**config.mk**
```make
export PLATFORM = sky130hd
export DESIGN_NAME = prr_mac
export DESIGN_NICKNAME = d
export VERILOG_FILES = /design/src/rtl/core/prr_pkg.sv /design/src/rtl/core/prr_mac.sv
export SDC_FILE = /design/constraint.sdc
export NUM_CORES = 1
export LEC_CHECK = 0
export ABC_AREA = 1
export ABC_CLOCK_PERIOD_IN_PS = 3890
export BUFFER_PORTS_ARGS = -buffer_cell sky130_fd_sc_hd__buf_2
export CAP_MARGIN = 20
export CORE_UTILIZATION = 47
export DETAILED_ROUTE_END_ITERATION = 10
export PLACE_DENSITY = 0.69
export SETUP_SLACK_MARGIN = 0.3
export SLEW_MARGIN = 30
export SYNTH_ARGS = -nofsm -noshare
export SYNTH_HDL_FRONTEND = slang
export SYNTH_SLANG_ARGS = --single-unit
```
**constraint.sdc**
```tcl
create_clock -name clk -period 3.89 [get_ports clk]
set_clock_uncertainty 0.15 [all_clocks]
set_input_delay 0.778 -clock clk [delete_from_list [all_inputs] [get_ports clk]]
set_output_delay 0.778 -clock clk [all_outputs]
set_load 0.02 [all_outputs]
```
**src/rtl/core/prr_pkg.sv**
```systemverilog
`timescale 1ns / 1ps
// ----------------------------------------------------------------------------
// prr_pkg: shared definitions for the polyphase rational resampler
// Request and register codes, default sizes and control bundles.
// ----------------------------------------------------------------------------
package prr_pkg;

	// default sizes
	localparam int DEF_MAX_UP      = 16;
	localparam int DEF_MAX_TAPS    = 64;
	localparam int DEF_SAMPLE_BITS = 16;
	localparam int DEF_COEF_BITS   = 18;

	// fixed field widths
	localparam int DOWN_LIMIT   = 256;
	localparam int COEF_IDX_W   = 10;
	localparam int BRANCH_W     = 4;
	localparam int UP_REG_W     = 5;
	localparam int DOWN_REG_W   = 9;
	localparam int TAPS_REG_W   = 7;
	localparam int CFG_IDX_W    = 2;
	localparam int CFG_DATA_W   = 9;

	// request codes
	localparam logic [1:0] REQ_PUSH  = 2'd0;
	localparam logic [1:0] REQ_COEF  = 2'd1;
	localparam logic [1:0] REQ_CLEAR = 2'd2;

	// register indexes
	localparam logic [CFG_IDX_W-1:0] CFG_UP   = 2'd0;
	localparam logic [CFG_IDX_W-1:0] CFG_DOWN = 2'd1;
	localparam logic [CFG_IDX_W-1:0] CFG_TAPS = 2'd2;

	// history ring control
	typedef struct packed {
		logic push;
		logic advance;
		logic clear;
		logic rd_en;
	} hist_ctrl_t;

	// mac unit control
	typedef struct packed {
		logic clr;
		logic take;
	} mac_ctrl_t;

endpackage

```
**src/rtl/core/prr_mac.sv**
```systemverilog
`timescale 1ns / 1ps
// ----------------------------------------------------------------------------
// prr_mac: shared multiply-accumulate unit
// Registered product, wide accumulator, round half up and saturate.
// ----------------------------------------------------------------------------
module prr_mac
	import prr_pkg::*;
#(
	parameter int MAX_TAPS    = DEF_MAX_TAPS,
	parameter int SAMPLE_BITS = DEF_SAMPLE_BITS,
	parameter int COEF_BITS   = DEF_COEF_BITS
) (
	input  logic                          clk,
	input  logic                          arst_n,
	input  mac_ctrl_t                     ctrl,
	input  logic signed [SAMPLE_BITS-1:0] sample,
	input  logic signed [COEF_BITS-1:0]   coef,
	output logic                          busy,
	output logic signed [SAMPLE_BITS-1:0] result
);

	localparam int PW = SAMPLE_BITS + COEF_BITS;
	localparam int AW = PW + $clog2(MAX_TAPS + 1) + 1;
	localparam int SH = COEF_BITS - 3;
	localparam logic signed [AW:0] HALF = (AW+1)'(64'sd1 <<< (SH - 1));
	localparam logic signed [AW:0] SMAX = (AW+1)'((64'sd1 <<< (SAMPLE_BITS - 1)) - 64'sd1);
	localparam logic signed [AW:0] SMIN = -SMAX - (AW+1)'(1);

	logic signed [PW-1:0] prod_s2;
	logic                 prod_v_s2;
	logic signed [AW-1:0] acc_q;
	logic signed [AW:0]   rnd;
	logic signed [AW:0]   shr;

	always_ff @(posedge clk or negedge arst_n) begin
		if (!arst_n) begin
			prod_v_s2 <= 1'b0;
		end else begin
			prod_v_s2 <= ctrl.take;
		end
	end

	always_ff @(posedge clk) begin
		if (ctrl.take) begin
			prod_s2 <= sample * coef;
		end
		if (ctrl.clr) begin
			acc_q <= '0;
		end else if (prod_v_s2) begin
			acc_q <= acc_q + AW'(prod_s2);
		end
	end

	// floor((acc + half) / 2^SH), then clamp to sample range
	always_comb begin
		rnd = (AW+1)'(acc_q) + HALF;
		shr = rnd >>> SH;
		if (shr > SMAX) begin
			result = SAMPLE_BITS'(SMAX);
		end else if (shr < SMIN) begin
			result = SAMPLE_BITS'(SMIN);
		end else begin
			result = SAMPLE_BITS'(shr);
		end
	end

	assign busy = prod_v_s2;

endmodule

```
# == After elaboration in Yosys (flattened, before gate mapping) ==
# Cells that the tools add are included.
# word_totals
out_inout_bits,17
inputBits,38
register_bits,77
# classes
add_sub_neg,2
n_mul,1
mux,2
n_lt_le_gt_ge,2
# op_table
cell,count
"adder 42 x 16 -> 43 bit, second input constant",1
adder 42 x 34 -> 42 bit,1
multiplier 16 x 18 -> 34 bit,1
two-way mux 16 bit,2
"greater-than comparator 28 x 16 -> 1 bit, second input constant",1
"< comparator 28 x 16 -> 1 bit, second input constant",1

# == Longest topological paths before layout ==
# Gate-level depths: netlist of run 1.
# depth
word_depth,4
ltp_mapped,28
ltp_nobuf,26

# == Worst setup path after synthesis of run 1 ==
# No wires, ideal clock.
# synth_path
path_kind,input to register
start,input sample[5]
end,register prod_s2[33] (data pin)
setup_ps,259
slack_ps,-2799
arrival_time_ps,6280
path_stages,21
n_path_buf,2
path_cell_list,clkbuf_1 -> clkbuf_1 -> nand2_1 -> fa_1 -> inv_1 -> fa_1 -> inv_1 -> fa_1 -> inv_1 -> fa_1 -> fa_1 -> inv_1 -> fa_1 -> inv_1 -> ha_1 -> inv_1 -> nor3_1 -> nand2_1 -> o21ai_0 -> a21oi_1 -> xnor2_1
# synth_via
elab_chain_len,1
# synth_rtl
item,line,text
start: declaration,prr_mac.sv:16,"input logic signed [SAMPLE_BITS-1:0] sample,"
multiplier 16 x 18 -> 34 bit,prr_mac.sv:45,prod_s2 <= sample * coef;
end signal: assignment,prr_mac.sv:45,
end: declaration,prr_mac.sv:29,logic signed [PW-1:0] prod_s2;
# No other way between the ends.
# A chain may end at the register's enable or synchronous reset.

# == Worst setup path after layout of run 1 ==
# layout_path
start,input sample[5]
end,register prod_s2[30] (data pin)
# Same word-level chain as after synthesis.

==> flow_summary.ini, run 1 <==
[run_status]
outcome = finished, violations left
violations = negative setup slack

[layout]
nets = 3322
drive_gt1_share_pct = 25.1
synthToLayoutAreaGrowth_pct = 28.5
antenna_cells = 0
layout_common_cells = nand2_1, inv_1, fa_1, nor2_1, buf_4
final_common_cell = nand2_1

[clock_network]
clk-insertion-delay-late_ps = 360
cts_tree = built
cts_num_sinks = 77
clock-root-buffer = clkbuf_16
cts_max_path_buffers = 2
path_clk_slew_ps = 70
numCtsBuffers = 9
holdBufCountCts = 0
cts_max_level = 3

[timing]
setup_violations = 28
slew-limit-headroom_pct = 38.6
period_minus_slack_ps = 5750
whs_ps = 43.7
tightest_slew_ps = 921
fmax_mhz = 174
min_period_over_period_pct = 148
setup_slack_ps = -1860
grt_setup_unrepaired = true
hold_violations = 0
slew_viol_final = 0

[job]
drv_cap = 0

[floorplan]
io_pins = 55
dieArea_um2 = 39700
dieWidth_um = 199
die_h_um = 199
start_util_pct = 48.2
num_rows = 71
core_um2 = 37900

[synthesis]
yosysUniqueCellTypes = 42
syn_area_um2 = 18300
netlist_instances = 2630
synth_seq_cells = 77
seq_area_frac_synth_pct = 10.3
synth_nets = 3087
syn_avg_cell_area_um2 = 6.95
ys_warn_count = 0

[placement]
dpl.hpwl_um = 45200
numPortBuffers = 54
gp_congestion = 0.958

[drt]
drc = 0
wl_um = 54500
wl_per_cell_um = 16.1
dr.pass1.iters = 7
ant_nets = 0
drt_iter0_drc = 1052
vias = 16800
routed_via_density = 4.98

[global_route]
grt_overflow_total = 0
grt_pass1_wl_um = 88600
grt.busiest_layer = met2
grt_pass1_vias = 17900
grt_antenna_before_repair = 0
use_met3_pct = 2.97
met1_usage_pct = 36.5
grt_usage_pct = 28.8
grt_util_met2_pct = 50.6
grt_max_degree = 50

[critical_path]
worstSetupPathType = in2reg
critPathMaxFanout = 5
critPathLaunchType = primary input
cp.required_ps = 3850
crit_arrival_ps = 5700
worstSetupEndpointType = flop

[min_path]
timing.hold.worst.class = in2async
==> synth_stat cells <==
cell / n / area share, %
a21oi_1: 112 / 3.1
nor2_1: 221 / 4.5
edfxtp_1: 34 / 5.6
nand2_2: 8 / 0.27
inv_1: 706 / 14
xnor2_1: 19 / 0.91
o211ai_1: 1 / 0.041
nor2_2: 5 / 0.17
nand4_1: 17 / 0.58
buf_12: 1 / 0.11
inv_2: 3 / 0.062
nand2_1: 707 / 15
nand2_4: 1 / 0.062
nand3_1: 78 / 2.1
a21boi_0: 4 / 0.16
clkbuf_1: 73 / 1.5
and3_1: 1 / 0.034
xor2_1: 48 / 2.3
a31o_2: 1 / 0.048
nor2_4: 2 / 0.12
nor3_1: 7 / 0.19
dfrtp_1: 1 / 0.14
and2_1: 1 / 0.034
a21o_1: 6 / 0.25
a211oi_1: 1 / 0.041
nor4_1: 3 / 0.10
buf_1: 4 / 0.082
ha_1: 128 / 8.8
dfxtp_1: 42 / 4.6
o21bai_1: 12 / 0.49
nand2b_1: 1 / 0.034
o21a_1: 2 / 0.082
o21ai_0: 75 / 2.1
o221ai_1: 1 / 0.048
a31oi_1: 2 / 0.068
buf_6: 1 / 0.062
nand3_2: 3 / 0.16
nor3_2: 1 / 0.055
clkinv_1: 2 / 0.041
nand3b_1: 1 / 0.041
fa_1: 291 / 32
or2_2: 3 / 0.10
==> final timing paths <==
path                                        from                endpoint  slack (ps)  cells past startpoint
hold reg to reg            acc_q[0]$_SDFFE_PP0P_   acc_q[0]$_SDFFE_PP0P_         320                      2
setup / recovery                       sample[5]   prod_s2[30]$_DFFE_PP_       -1860                     22
hold / removal                            arst_n          busy$_DFF_PN0_          40                      1
setup reg to reg            prod_s2[0]$_DFFE_PP_  acc_q[32]$_SDFFE_PP0P_         760                     15
min in group clk           acc_q[0]$_SDFFE_PP0P_   acc_q[0]$_SDFFE_PP0P_         320                      2
max in group asynchronous                 arst_n          busy$_DFF_PN0_        3450                      1
==> cells by family (layout without fill, tap and decap cells) <==
group	Yosys count	count (layout)	share of synthesized area [%]
buffers and inverters	790	1030	16.3
AND/OR/NAND/NOR	1060	1060	23.2
flip-flops	77	77	10.3
AO/OA/AOI/OAI	217	217	6.35
adder cells (fa/ha/maj)	419	419	40.6
XOR/XNOR	67	67	3.21
==> repair_timing <==
item | 4_1_cts | 5_1_grt
pin swaps | 156 | 146
endpoints found under the setup margin | 44 | 44
endpoints found under the hold margin | 0 | 0
gates cloned | 2 | 0
resized for setup | 248 | 172
setup buffers | 40 | 31
==> per-layer routing <==
layer  part of all wire (%)  routed length [um]
met5                      0                   0
met4                    3.5                1910
met3                    4.9                2660
met2                     49               26900
met1                     42               23000
==> sequential cells by signal, indices dropped and copies added, names as in the netlist <==
| name | flops |
|---|---|
| acc_q | 42 |
| prod_s2 | 34 |
| busy | 1 |
==> final cells by class <==
type / instances / area (um2)
multi-input cells: 1763 / 15100
fillers: 3280 / 14400
repair buffers: 303 / 2920
inverters: 711 / 2690
flip-flops and latches: 77 / 1910
well taps: 511 / 639
clock buffers: 9 / 225
clock inverters: 7 / 62.6
==> worst max-delay path: stages <==
cell     delay, ps
buf_12         120
buf_12         140
nand2_4         50
inv_2           30
fa_1           500
inv_2           40
fa_1           510
fa_2           570
inv_2           40
fa_1           520
fa_1           540
inv_2           40
fa_1           520
inv_2           50
ha_4           310
buf_6          120
nand3_4         70
nor2_4         130
nand4_1        200
nand3_4        190
a21oi_2         70
xor2_1         150
==> through the flow <==
stage          worst slack [ps]  utilization (%)  cell area, um2  instances  TNS (ps)
2_1_floorplan             -1910                -           19600       2630    -43150
3_3_place_gp              -2280             55.9           21200       3292    -55180
3_5_place_dp              -2350             55.9           21200       3292    -56670
4_1_cts                   -1780             59.9           22700       3350    -42600
5_1_grt                   -2000             62.0           23500       3381    -46930
6_report                  -1860             62.0           23500       3381    -43580
Power of run 1 is left out: the tool's default activity adds up to more than one toggle a clock period on the data nets, which glitch-free logic cannot reach.
==> inputs of run 2 (changes only) <==
Settings changed: SKIP_CTS_REPAIR_TIMING from default to 1, TNS_END_PERCENT from default to 1.
==> run 2 against run 1 <==
  * The flow still finishes with violations (negative setup slack)
  * Die area did not move
  * Via count fell by 1.1%
  * Worst hold slack got worse by 5.5 ps
  * First-iteration DRC count rose by 16%
  * Final cell count fell by 1.5%
  * Flip-flop and latch count did not move
  * Critical path type unchanged
==> flow_summary.ini, run 2 (synthesis gave the netlist of run 1 again) <==
[clock_network]
cts_num_sinks = 77
clock-root-buffer = clkbuf_16
numCtsBuffers = 9
cts_tree = built
cts_max_level = 3
clk-insertion-delay-late_ps = 360
cts_max_path_buffers = 2
path_clk_slew_ps = 60

[critical_path]
worstSetupEndpointType = flop
crit_arrival_ps = 5790
cp_cell_sequence = buf_12 -> buf_6 -> nand2_4 -> inv_2 -> fa_1 -> inv_2 -> fa_1 -> fa_1 -> inv_2 -> fa_1 -> fa_1 -> inv_2 -> fa_1 -> inv_2 -> ha_4 -> buf_12 -> nand4_1 -> nor2_4 -> nand4_1 -> nand3_4 -> a21oi_4 -> xor2_1
critPathMaxFanout = 4
critPathLaunchType = primary input
cpMaxStageDelayCell = fa_1
worstSetupPathType = in2reg
critPathMaxStageDelay_ps = 570
crit_top_cell = fa_1
cp.required_ps = 3850

[floorplan]
num_rows = 71
io_pins = 55
dieWidth_um = 199
start_util_pct = 48.2
die_h_um = 199
core_um2 = 37900
dieArea_um2 = 39700

[drt]
ant_nets = 0
drt_iter0_drc = 1225
dr_wl_met3_um = 3270
vias = 16700
routed_via_density = 5.00
drc = 0
met1Wirelength_um = 21900
wl_per_cell_um = 15.6
wl_met2_um = 25500
top_layer_used = met4
dr.pass1.iters = 5
wl_um = 52000

[layout]
top_register = acc_q
nets = 3271
layout_common_cells = inv_1, nand2_1, fa_1, nor2_1, buf_4
drive_gt1_share_pct = 16.3
synthToLayoutAreaGrowth_pct = 20.1
fill_cells = 3552
multi_input_area_um2 = 14200
antenna_cells = 0
final_common_cell = inv_1
fin_area_um2 = 22000
largest_register_ffs = 42
seqCellArea_um2 = 1890

[timing]
fmax_mhz = 171
hold_violations = 0
min_period_over_period_pct = 150
tightest_slew_ps = 872
setup_violations = 28
slew-limit-headroom_pct = 41.8
slew_viol_final = 0
fin_setup_tns_ps = -44060
grt_setup_unrepaired = true
setup_slack_ps = -1950
period_minus_slack_ps = 5840
whs_ps = 38.2

[placement]
dpl.hpwl_um = 44100
dpl_cell_area_um2 = 20800
gp_congestion = 0.979
numPortBuffers = 54

[global_route]
grt_pass1_wl_um = 84600
grt_max_degree = 49
grt_usage_pct = 27.3
grt_overflow_total = 0
grt_pass1_vias = 17100
grt_antenna_before_repair = 0

[job]
drv_cap = 0

[run_status]
outcome = finished, violations left
violations = negative setup slack

[min_path]
timing.hold.worst.class = in2async
[run 2: cell count changes in the layout (fill, tap and decap cells not counted), moves of 21 or more]
cell,previous run,this run
buf_6,72,31
inv_1,603,680
inv_2,102,28
nand2_1,641,678
nor2_1,184,205
[run 2: worst paths after layout]
check / from / endpoint / slack [ps] / cells past startpoint
worst max-delay path: coef[15] / prod_s2[30]$_DFFE_PP_ / -1950 / 22
worst min-delay path: arst_n / busy$_DFF_PN0_ / 40 / 1
worst max register to register: acc_q[0]$_SDFFE_PP0P_ / acc_q[24]$_SDFFE_PP0P_ / 880 / 15
worst min register to register: acc_q[0]$_SDFFE_PP0P_ / acc_q[0]$_SDFFE_PP0P_ / 320 / 2
max in group asynchronous: arst_n / busy$_DFF_PN0_ / 3470 / 1
min in group clk: acc_q[0]$_SDFFE_PP0P_ / acc_q[0]$_SDFFE_PP0P_ / 320 / 2
[run 2: layer usage]
metal / up-vias / global-route usage, %
li1: 8044 / -
met1: 7979 / 34.8
met2: 526 / 47.4
met3: 104 / 4.27
met4: 0 / 8.40
met5: - / 0
[run 2: area by class of cell]
cell class	instances	area share [%]
Multi-Input combinational cell	1763	64.9
Inverter	711	12.2
Timing Repair Buffer	252	10.0
Sequential cell	77	8.62
Tap cell	511	2.91
Clock buffer	10	1.04
Clock inverter	6	0.285
[run 2: worst max-delay path: cells and delay by family]
kind            cells  cell delay [ps]
compound gates      1               70
xor+xnor            1              160
fa+ha+maj           7             3410
buf+inv             8              520
simple gates        5              830
[run 2: through the flow]
stage	cells	setup slack [ps]	util [%]
floorplan	2630	-1910	-
global placement	3295	-2530	54.9
CTS	3311	-2190	55.7
global route	3330	-2040	57.9
detailed placement	3295	-2550	54.9
finish	3330	-1950	57.9
Power of run 2 is left out for the same reason.
